==> src/rtl/core/slmr_pkg.sv <==
// Shared types and constants for the scrolling LED matrix refresh block.
// No dependencies; imported by the top level and its port checker.
package slmr_pkg;

    // Display and message geometry
    localparam int MSG_DEPTH   = 64;
    localparam int NUM_ROWS    = 7;
    localparam int NUM_DIGITS  = 4;
    localparam int CHAR_OFFSET = 32;
    localparam int BLANK_GLYPH = 0;

    // Derived widths
    localparam int MSG_AW = (MSG_DEPTH > 1) ? $clog2(MSG_DEPTH) : 1;
    localparam int LEN_W  = $clog2(MSG_DEPTH + 1);
    localparam int ROW_W  = (NUM_ROWS > 1) ? $clog2(NUM_ROWS) : 1;
    localparam int DIG_W  = $clog2(NUM_DIGITS);

    // Field widths
    localparam int PERIOD_W = 16;
    localparam int MLEN_W   = 7;
    localparam int WIDX_W   = 6;
    localparam int CHAR_W   = 8;
    localparam int ROWF_W   = 3;
    localparam int ANODE_W  = 7;

    // Input beat: write_index in the low bits, write_char above it
    localparam int S_DATA_W  = 16;
    localparam int WIDX_LO   = 0;
    localparam int WCHAR_LO  = WIDX_LO + WIDX_W;

    // Output beat: four glyphs, row, anode, scrolled flag
    localparam int GLYPH_LO  = 0;
    localparam int ROWF_LO   = GLYPH_LO + 4 * CHAR_W;
    localparam int ANODE_LO  = ROWF_LO + ROWF_W;
    localparam int SCROLL_LO = ANODE_LO + ANODE_W;
    localparam int M_FIELD_W = SCROLL_LO + 1;
    localparam int M_DATA_W  = ((M_FIELD_W + 7) / 8) * 8;

    // Configuration port
    localparam int CFG_IDX_W  = 1;
    localparam int CFG_DATA_W = 16;

    typedef enum logic [CFG_IDX_W-1:0] {
        CFG_SCROLL_PERIOD  = 1'b0,
        CFG_MESSAGE_LENGTH = 1'b1
    } cfg_index_t;

    typedef enum logic {
        OP_TICK  = 1'b0,
        OP_WRITE = 1'b1
    } op_t;

    // Character code to glyph code, wrapping modulo 256
    function automatic logic [CHAR_W-1:0] glyph_of(input logic [CHAR_W-1:0] c);
        glyph_of = c - CHAR_W'(CHAR_OFFSET);
    endfunction

endpackage

==> src/rtl/core/slmr_msg_ram.sv <==
// Simple dual-port message RAM: one write port, one registered read port.
// Generic; depends on nothing else.
module slmr_msg_ram #(
    parameter int DEPTH = 64,
    parameter int WIDTH = 8
) (
    input  logic                                   clk,
    input  logic                                   we,
    input  logic [((DEPTH > 1) ? $clog2(DEPTH) : 1)-1:0] waddr,
    input  logic [WIDTH-1:0]                       wdata,
    input  logic                                   re,
    input  logic [((DEPTH > 1) ? $clog2(DEPTH) : 1)-1:0] raddr,
    output logic [WIDTH-1:0]                       rdata
);

    logic [WIDTH-1:0] mem [DEPTH];

    // Write port
    always_ff @(posedge clk)
    begin
        if (we)
        begin
            mem[waddr] <= wdata;
        end
    end

    // Registered read port
    always_ff @(posedge clk)
    begin
        if (re)
        begin
            rdata <= mem[raddr];
        end
    end

endmodule

==> src/rtl/core/scrolling_led_matrix_refresh.sv <==
// Scrolling LED matrix refresh: top level.
// Depends on slmr_pkg and slmr_msg_ram.
//
// A beat with tuser = 1 stores one message character; a beat with tuser = 0 is a
// refresh tick and yields one output beat with the four glyph codes, the row being
// driven, its one-hot anode and a reload flag. Writes and ticks that do not reload
// may follow one another on every cycle while the output is taken. An output beat
// that waits holds the input off until it leaves. The next beat may be taken in
// the same cycle as the waiting one leaves. A tick that reaches the scroll period
// reloads the four glyphs from the message RAM through its single read port, one
// digit a cycle, and holds the input off through the accepting cycle, four reads,
// and a final step in which the last read returns and the output beat is loaded.
// The message RAM has no reset: a character slot must be written before the message
// length covers it.
module scrolling_led_matrix_refresh
(
    input  logic                              clk,
    input  logic                              rst_n,
    // Input stream
    input  logic                              s_tvalid,
    output logic                              s_tready,
    input  logic [slmr_pkg::S_DATA_W-1:0]     s_tdata,   // write_index[5:0], write_char[13:6]
    input  logic                              s_tuser,   // op (0 tick, 1 write)
    // Output stream
    output logic                              m_tvalid,
    input  logic                              m_tready,
    output logic [slmr_pkg::M_DATA_W-1:0]     m_tdata,   // glyph_first[7:0], glyph_second[15:8],
                                                         // glyph_third[23:16], glyph_fourth[31:24],
                                                         // row_index[34:32], anode_select[41:35],
                                                         // scrolled[42]
    // Configuration writes
    input  logic                              cfg_valid,
    output logic                              cfg_ready,
    input  logic [slmr_pkg::CFG_IDX_W-1:0]    cfg_index,
    input  logic [slmr_pkg::CFG_DATA_W-1:0]   cfg_data
);

    import slmr_pkg::*;

    typedef enum logic [1:0] {
        ST_RUN,
        ST_READ,
        ST_LAST
    } state_t;

    state_t               state_reg;
    logic [PERIOD_W-1:0]  period_reg;
    logic [MLEN_W-1:0]    mlen_reg;
    logic [PERIOD_W-1:0]  tick_reg;
    logic [MSG_AW-1:0]    pos_reg;
    logic [ROW_W-1:0]     row_reg;
    logic [ROW_W-1:0]     row_hold_reg;
    logic [CHAR_W-1:0]    shown_reg [NUM_DIGITS];
    logic [MSG_AW-1:0]    rd_addr_reg;
    logic [DIG_W-1:0]     dig_reg;
    logic                 m_tvalid_reg;
    logic [M_DATA_W-1:0]  m_tdata_reg;

    logic [LEN_W-1:0]     len_eff;
    logic                 out_free;
    logic                 s_acc;
    logic                 is_write;
    logic [PERIOD_W-1:0]  tick_next;
    logic                 reload;
    logic [MSG_AW-1:0]    pos_start;
    logic [MSG_AW-1:0]    pos_next;
    logic [ROW_W-1:0]     row_next;
    logic [WIDX_W-1:0]    wr_index;
    logic [CHAR_W-1:0]    wr_char;
    logic                 ram_we;
    logic                 ram_re;
    logic [CHAR_W-1:0]    ram_rdata;
    logic                 cap_en;
    logic [DIG_W-1:0]     cap_idx;
    logic [CHAR_W-1:0]    cap_glyph;
    logic                 beat_load;

    // Next slot of the circular message
    function automatic logic [MSG_AW-1:0] next_slot(input logic [MSG_AW-1:0] a,
                                                     input logic [LEN_W-1:0]  len);
        logic [LEN_W-1:0] inc;
        inc = LEN_W'(a) + LEN_W'(1);
        next_slot = (inc == len) ? '0 : MSG_AW'(inc);
    endfunction

    // Pack one output beat
    function automatic logic [M_DATA_W-1:0] pack_beat(input logic [CHAR_W-1:0] g0,
                                                       input logic [CHAR_W-1:0] g1,
                                                       input logic [CHAR_W-1:0] g2,
                                                       input logic [CHAR_W-1:0] g3,
                                                       input logic [ROW_W-1:0]  row,
                                                       input logic              scr);
        logic [ANODE_W-1:0] anode;
        anode     = ANODE_W'(1) << row;
        pack_beat = M_DATA_W'({scr, anode, ROWF_W'(row), g3, g2, g1, g0});
    endfunction

    // Unpack the input beat
    assign wr_index = s_tdata[WIDX_LO +: WIDX_W];
    assign wr_char  = s_tdata[WCHAR_LO +: CHAR_W];
    assign is_write = (s_tuser == OP_WRITE);

    // Handshakes
    assign out_free  = !m_tvalid_reg || m_tready;
    assign s_tready  = (state_reg == ST_RUN) && out_free;
    assign s_acc     = s_tvalid && s_tready;
    assign cfg_ready = 1'b1;
    assign m_tvalid  = m_tvalid_reg;
    assign m_tdata   = m_tdata_reg;

    // Effective length saturates at the store depth
    assign len_eff = (32'(mlen_reg) > MSG_DEPTH) ? LEN_W'(MSG_DEPTH) : LEN_W'(mlen_reg);

    // Tick counting and reload decision
    assign tick_next = tick_reg + PERIOD_W'(1);
    assign reload    = (tick_next >= period_reg);

    // Scroll position: restart when past the length, advance for long messages
    assign pos_start = (LEN_W'(pos_reg) >= len_eff) ? '0 : pos_reg;
    assign pos_next  = (32'(len_eff) > NUM_DIGITS) ? next_slot(pos_start, len_eff) : pos_start;

    // Row steps modulo the row count
    assign row_next = (32'(row_reg) + 1 >= NUM_ROWS) ? '0 : ROW_W'(row_reg + ROW_W'(1));

    // Message RAM access
    assign ram_we = s_acc && is_write && (32'(wr_index) < MSG_DEPTH);
    assign ram_re = (state_reg == ST_READ);

    slmr_msg_ram #(
        .DEPTH (MSG_DEPTH),
        .WIDTH (CHAR_W)
    ) u_msg_ram (
        .clk   (clk),
        .we    (ram_we),
        .waddr (MSG_AW'(wr_index)),
        .wdata (wr_char),
        .re    (ram_re),
        .raddr (rd_addr_reg),
        .rdata (ram_rdata)
    );

    // Capture read data in the cycle after each read; digits past the length go blank
    assign cap_en    = ((state_reg == ST_READ) && (dig_reg != '0)) || (state_reg == ST_LAST);
    assign cap_idx   = (state_reg == ST_LAST) ? DIG_W'(NUM_DIGITS - 1) : dig_reg - DIG_W'(1);
    assign cap_glyph = (LEN_W'(cap_idx) < len_eff) ? glyph_of(ram_rdata)
                                                   : CHAR_W'(BLANK_GLYPH);

    // Load an output beat for a plain tick or at the end of a reload
    assign beat_load = (s_acc && !is_write && !reload) || (state_reg == ST_LAST);

    // Configuration registers
    always_ff @(posedge clk or negedge rst_n)
    begin
        if (!rst_n)
        begin
            period_reg <= PERIOD_W'(100);
            mlen_reg   <= '0;
        end
        else if (cfg_valid && cfg_ready)
        begin
            case (cfg_index)
                CFG_SCROLL_PERIOD:  period_reg <= cfg_data;
                CFG_MESSAGE_LENGTH: mlen_reg   <= MLEN_W'(cfg_data);
                default:            ;
            endcase
        end
    end

    // Sequencer, counters, shown glyphs and output register
    always_ff @(posedge clk or negedge rst_n)
    begin
        if (!rst_n)
        begin
            state_reg    <= ST_RUN;
            tick_reg     <= '0;
            pos_reg      <= '0;
            row_reg      <= '0;
            row_hold_reg <= '0;
            rd_addr_reg  <= '0;
            dig_reg      <= '0;
            m_tvalid_reg <= 1'b0;
            m_tdata_reg  <= '0;
            for (int k = 0; k < NUM_DIGITS; k++)
            begin
                shown_reg[k] <= CHAR_W'(BLANK_GLYPH);
            end
        end
        else
        begin
            // Raise valid for a new beat, drop it once the current one is taken
            if (beat_load)
            begin
                m_tvalid_reg <= 1'b1;
            end
            else if (m_tvalid_reg && m_tready)
            begin
                m_tvalid_reg <= 1'b0;
            end

            // Store a captured glyph
            if (cap_en)
            begin
                shown_reg[cap_idx] <= cap_glyph;
            end

            case (state_reg)
                ST_RUN:
                begin
                    if (s_acc && !is_write)
                    begin
                        row_reg <= row_next;
                        if (reload)
                        begin
                            tick_reg     <= '0;
                            pos_reg      <= pos_next;
                            rd_addr_reg  <= pos_start;
                            dig_reg      <= '0;
                            row_hold_reg <= row_reg;
                            state_reg    <= ST_READ;
                        end
                        else
                        begin
                            tick_reg     <= tick_next;
                            m_tdata_reg  <= pack_beat(shown_reg[0], shown_reg[1],
                                                      shown_reg[2], shown_reg[3],
                                                      row_reg, 1'b0);
                        end
                    end
                end

                ST_READ:
                begin
                    // Advance through the circular message, one digit a cycle
                    rd_addr_reg <= next_slot(rd_addr_reg, len_eff);
                    dig_reg     <= dig_reg + DIG_W'(1);
                    if (dig_reg == DIG_W'(NUM_DIGITS - 1))
                    begin
                        state_reg <= ST_LAST;
                    end
                end

                ST_LAST:
                begin
                    // Last glyph arrives now; emit the reloaded beat
                    m_tdata_reg  <= pack_beat(shown_reg[0], shown_reg[1], shown_reg[2],
                                              cap_glyph, row_hold_reg, 1'b1);
                    state_reg    <= ST_RUN;
                end

                default:
                begin
                    state_reg <= ST_RUN;
                end
            endcase
        end
    end

endmodule

==> config.mk <==
export PLATFORM = sky130hd
export DESIGN_NAME = scrolling_led_matrix_refresh
export DESIGN_NICKNAME = d
export VERILOG_FILES = /design/src/rtl/core/slmr_pkg.sv /design/src/rtl/core/slmr_msg_ram.sv /design/src/rtl/core/scrolling_led_matrix_refresh.sv
export SDC_FILE = /design/constraint.sdc
export NUM_CORES = 1
export LEC_CHECK = 0
export ABC_CLOCK_PERIOD_IN_PS = 5500
export BUFFER_PORTS_ARGS = -buffer_cell sky130_fd_sc_hd__buf_2
export CAP_MARGIN = 10
export CORE_UTILIZATION = 50
export DETAILED_ROUTE_END_ITERATION = 8
export PLACE_DENSITY = 0.66
export SLEW_MARGIN = 20
export SYNTH_ARGS = -nofsm -noshare
export SYNTH_HDL_FRONTEND = slang
export SYNTH_SLANG_ARGS = --single-unit
==> constraint.sdc <==
create_clock -name clk -period 5.5 [get_ports clk]
set_clock_uncertainty 0.2 [all_clocks]
set_input_delay 0.825 -clock clk [delete_from_list [all_inputs] [get_ports clk]]
set_output_delay 0.825 -clock clk [all_outputs]
set_load 0.005 [all_outputs]
# ---- After elaboration in Yosys (flattened, before gate mapping)
# Memories as Yosys holds them, arrays and structs flattened. A register that Yosys moved wholly into a read port is not among the register bits.
# Index checks and enable logic that the tools add are counted.
# W data, S select, Z words.
dict set report totals {
  ff_bits 142
  out_inout_bits 51
  memories 1
  input_bits 39
  ramBits 512
}
dict set report classes {
  n_lt_le_gt_ge 8
  n_reduce_logical 26
  eq_ne 9
  n_bitwise 2
  mux 29
  add_sub_neg 8
  n_shift 2
}
# name words word_bits read_ports rd_ports_with_merged_regs wr line
set memory_table {}
lappend memory_table {u_msg_ram.mem 64 8 1 1 1 slmr_msg_ram.sv:16} ;# logic [WIDTH-1:0] mem [DEPTH];
# operator count
set ops {}
lappend ops {{$mux W48} 2}
lappend ops {{$pmux W48 S2} 1}
lappend ops {{$mux W6} 6}
lappend ops {{$bwmux W32} 1}
lappend ops {{$add A16 B1 Y16 const B} 1}
lappend ops {{$demux W8 S2} 1}
lappend ops {{$ge A16 B16 Y1} 1}
lappend ops {{$mux W16} 1}
lappend ops {{$mux W8} 2}
lappend ops {{$add A6 B1 Y7 const B} 2}
lappend ops {{$eq A7 B7 Y1} 2}
lappend ops {{$shl A1 B3 Y7 const A} 2}
lappend ops {{$mux W2} 6}
lappend ops {{$pmux W6 S2} 1}
lappend ops {{$reduce_and A3 Y1} 4}
lappend ops {{$logic_and A1 B1 Y1} 8}
lappend ops {{$pmux W2 S2} 2}
lappend ops {{$reduce_bool A2 Y1} 4}
lappend ops {{$sub A8 B6 Y8 const B} 1}
lappend ops {{$ge A6 B7 Y1} 1}
lappend ops {{$gt A7 B3 Y1 const B} 1}
lappend ops {{$gt A7 B7 Y1 const B} 1}
lappend ops {{$lt A2 B7 Y1} 1}
lappend ops {{$mux W7} 1}
lappend ops {{19 further kinds} 31}

# ---- Logic depth before layout (Yosys ltp)
dict set report logic_depth {
  ltp_word 8
  ltp_mapped 20
}

# ---- Modules after synthesis
# From an unflattened synthesis, not the netlist that was laid out.
dict set report unflattened {
  hier_cells 1635
  area_unflattened_um2 27307.4
}
# module area_each_um2 cells_each n_inst seq_area_each_um2
set by_module_without_submodules {}
lappend by_module_without_submodules {slmr_msg_ram 20246.9 940 1 15615.0}
lappend by_module_without_submodules {scrolling_led_matrix_refresh 7060.5 695 1 3432.0}

# ---- Worst setup path before layout
# Ideal clock, no wire load.
dict set report synth_path {
  path_type {flip-flop to flip-flop}
  startpoint {register mlen_reg[6]}
  endpoint {register pos_reg[0]}
  arrival_time_ns 3.872
  n_path_buf 4
  path_stages_with_launch 21
  setup_slack_ns 1.307
  setup_ns 0.122
  path_cell_list {dfrtp_1 buf_4 nor2b_1 inv_1 ha_1 a21o_1 a31oi_1 o21ai_2 and2_1 clkbuf_1 nor2_1 ha_1 clkbuf_1 nor2b_1 o21ai_0 o221ai_1 a211oi_1 nand3_1 or4_1 clkbuf_1 a32o_1}
}
dict set report synth_between {
  elab_chain_cells 8
}
# item line
set synth_lines {}
lappend synth_lines {{start: declaration} scrolling_led_matrix_refresh.sv:48} ;# logic [MLEN_W-1:0] mlen_reg;
lappend synth_lines {{start signal: assignment} scrolling_led_matrix_refresh.sv:163} ;# CFG_MESSAGE_LENGTH: mlen_reg <= MLEN_W'(cfg_data);
lappend synth_lines {{$gt A7 B7 Y1} scrolling_led_matrix_refresh.sv:112} ;# assign len_eff = (32'(mlen_reg) > MSG_DEPTH) ? LEN_W'(MSG_DEPTH) : LEN_W'(mlen_reg);
lappend synth_lines {{$mux W7 *} scrolling_led_matrix_refresh.sv:112}
lappend synth_lines {{$ge A6 B7 Y1} scrolling_led_matrix_refresh.sv:119} ;# assign pos_start = (LEN_W'(pos_reg) >= len_eff) ? '0 : pos_reg;
lappend synth_lines {{$mux W6} scrolling_led_matrix_refresh.sv:119}
lappend synth_lines {{$add A6 B1 Y7} scrolling_led_matrix_refresh.sv:82} ;# inc = LEN_W'(a) + LEN_W'(1);
lappend synth_lines {{$eq A7 B7 Y1} scrolling_led_matrix_refresh.sv:83} ;# next_slot = (inc == len) ? '0 : MSG_AW'(inc);
lappend synth_lines {{$mux W6} scrolling_led_matrix_refresh.sv:83}
lappend synth_lines {{$mux W6 *} scrolling_led_matrix_refresh.sv:120} ;# assign pos_next = (32'(len_eff) > NUM_DIGITS) ? next_slot(pos_start, len_eff) : pos_start;
lappend synth_lines {{end signal: assignment} scrolling_led_matrix_refresh.sv:215} ;# pos_reg <= pos_next;
lappend synth_lines {{end: declaration} scrolling_led_matrix_refresh.sv:50} ;# logic [MSG_AW-1:0] pos_reg;
# Every way passes the cells marked *; elsewhere a longest branch is shown, timed or not.
# A chain may end at the register's enable or synchronous reset.

# ---- Worst setup path after layout
# Ends and elaborated chain as after synthesis.

==> reports/metrics.yaml <==
outcome:
  status: "finished clean"
route:
  dr_total_vias: 13900
  ant_nets: 0
  routed_wl_um: 57400
  drtIter0Drc: 1217
  avgRoutedWirePerCell_um: 24.3
  drt-vias-per-instance: 5.87
  drtPass1Iterations: 5
  drc: 0
clocking:
  cts-root-buf: "clkbuf_16"
  clk_path_buf_depth: 3
  holdBufCountCts: 0
  clk_pin_slew_worst_paths_ps: 60
  cts_resized: 0
  numCtsBuffers: 69
  h-tree-depth: 3
  cts_tree: "yes"
  clock-sinks: 657
  clk_latency_ps: 600
  post_cts_buffers: 0
placement:
  place_hpwl_um: 35300
  gp_congestion: 0.822
  io_buffers: 81
worst_setup_path:
  worstPathCellList: "nor2b_1 -> inv_1 -> ha_1 -> a21o_1 -> a31oi_1 -> o21ai_2 -> and2_1 -> nor2_1 -> ha_1 -> nor2b_1 -> o21ai_0 -> o221ai_1 -> a211oi_1 -> nand3_1 -> or4_1 -> a32o_1"
  path_class: "flip-flop to flip-flop"
  cp_max_fo: 18
  cp_slowest_cell: "or4_1"
  critical_path_arrival_ps: 5040
  setup.worst_path.start_class: "flip-flop"
  required_ps: 5770
  crit_path_end_kind: "flip-flop"
  critical-path-max-stage-delay_ps: 650
cells_and_area:
  final_util_pct: 56.6
  largest_reg_flops: 512
  fillers: 4041
  fin_nets: 1685
  area_delta_synth_final_pct: 12.1
  regArea_mm2: 0.0191
  multiInputGateArea_mm2: 0.00756
  drive_gt1_share_pct: 24.9
power_and_ir_drop:
  power_density_mw_per_mm2: 459
  switching_power_mw: 3.94
  power_frac_comb_pct: 23.6
  internal_power_mw: 10.0
  ir_drop_uv: 290
  p_leak_nw: 10.6
  power_frac_seq_pct: 44.4
  clkPwrFrac_pct: 32.0
  netSwitchingFraction_pct: 28.2
sta:
  hold_viol_final: 0
  fin_crit_sh_pct: 86.7
  worst-slew-pin-transition_ps: 1030
  min_period_ps: 4770
  setup_violations: 0
  fin_tns_setup_ps: 0
  slew_headroom_pct: 30.9
  rsz0062_at_grt: "no"
  fmax_ghz: 0.210
  drv_slew: 0
yosys:
  post_synth_num_cell_types: 68
  synth-edff-count: 520
  synth-seq-cells: 657
  syn_area_per_cell_um2: 17.8
  syn_area_mm2: 0.0271
  netlist_instances: 1526
  ys.flop_type: "edfxtp_1"
  synthArstFlopShare_pct: 20.9
  seq_area_frac_synth_pct: 70.2
  ys_warn_count: 0
global_route:
  grt_use_total_pct: 21.4
  grt_max_degree: 103
  grt.overflow.total: 0
  antenna_found_initial: 0
  grt_pass1_wl_um: 88700
  grt_pass1_vias: 14200
die:
  coreArea_mm2: 0.0537
  rows: 85
  die_area_mm2: 0.0552
  io-pin-count: 90
  die_y_um: 235
  start_util_pct: 50.5
  die_w_um: 235
min_path:
  hp-class: "input pin to async pin"
job:
  max_cap_viol_count: 0
power by group through the flow:
stage          clock [mW]  sequential [mW]  combinational [mW]
3_5_place_dp            0             6.31                3.34
5_1_grt              4.74             6.27                3.57
3_3_place_gp            0             6.29                3.29
4_1_cts              4.55             6.21                3.36
2_1_floorplan           0             6.08                2.45
6_report             4.47             6.21                3.30
path summary, 6_finish.rpt:
path / from / depth (start not counted) / slack [ps] / to
worst max-delay path: mlen_reg[6] / 16 / 730 / pos_reg[0]
worst min-delay path: rst_n / 1 / 150 / tick_reg[14]
worst max register to register: mlen_reg[6] / 16 / 730 / pos_reg[0]
worst min register to register: m_tdata[42] / 2 / 270 / m_tdata[42]
max in group asynchronous: rst_n / 2 / 3890 / m_tdata[6]
min in group clk: cfg_data[8] / 3 / 240 / period_reg[8]
cells in the final DEF (no fill, tap or decap), types with 15 or more instances in the layout:
cell | netlist | final
nand3_1 | 22 | 22
mux2_2 | 32 | 32
clkbuf_1 | 46 | 15
dfrtp_1 | 134 | 131
mux2_1 | 20 | 20
buf_4 | 7 | 21
mux2i_1 | 22 | 22
buf_2 | 15 | 76
edfxtp_1 | 520 | 520
nand2_1 | 121 | 121
o21ai_0 | 58 | 58
clkbuf_16 | 0 | 73
inv_1 | 31 | 31
ha_1 | 30 | 30
a21oi_1 | 17 | 17
mux4_2 | 168 | 168
nor2_1 | 88 | 88
clkinv_1 | 0 | 15
cells in the mapped netlist, drive strengths merged, types with 18 or more instances:
master | count | share of area [%]
a21oi | 18 | 0.35
buf | 41 | 0.95
clkbuf | 46 | 0.64
dfrtp | 134 | 12
edfxtp | 520 | 58
ha | 30 | 1.4
inv | 31 | 0.43
mux2 | 52 | 2.2
mux2i | 22 | 0.81
mux4 | 168 | 14
nand2 | 121 | 1.7
nand3 | 23 | 0.44
nor2 | 88 | 1.2
o21ai | 69 | 1.3
critical path: cells and delay by family (launching register included):
family,cells,cell delay [ps]
and+or+nand+nor,6,1640
AOI/OAI and AO/OA,7,1500
adders and majority gates,2,630
DFF,1,570
buffers and inverters,1,100
layout make-up:
cell class / instances / area share [%]
flip-flops and latches: 657 / 62.6
multi-input cells: 755 / 24.9
clock buffers: 94 / 6.46
well taps: 696 / 2.86
repair buffers: 102 / 2.09
clock inverters: 30 / 0.695
inverters: 31 / 0.382
diodes: 1 / 0.00823
per-layer routing:
layer | wire, µm | vias to the layer above | GRT usage, %
li1 | - | 6161 | -
met2 | 28600 | 445 | 34.6
met3 | 3240 | 84 | 3.72
met5 | 0 | - | 0
met1 | 24500 | 7199 | 30.4
met4 | 1200 | 0 | 5.76
through the flow:
step	cell area [µm²]	worst slack [ps]	total power [mW]	hold slack [ps]	std cells
4_1_cts	30400	801	14.1	174	2365
3_3_place_gp	28200	901	9.58	258	2240
5_1_grt	30400	328	14.6	217	2365
2_1_floorplan	27100	1310	8.53	243	1530
6_report	30400	731	14.0	148	2366
3_5_place_dp	28200	824	9.65	260	2241
logic make-up (layout without fill, tap and decap cells):
| logic type | Yosys count | in the layout | synth area share, % |
|---|---|---|---|
| xor+xnor | 25 | 25 | 0.908 |
| simple gates | 306 | 306 | 5.12 |
| compound gates | 146 | 146 | 3.42 |
| flops | 657 | 657 | 70.2 |
| fa+ha+maj | 30 | 30 | 1.38 |
| buf+inv | 118 | 257 | 2.02 |
| other cells | 2 | 7 | 0.0277 |
| mux | 242 | 242 | 16.9 |
Note: power is estimated with default switching activity, not from simulation.
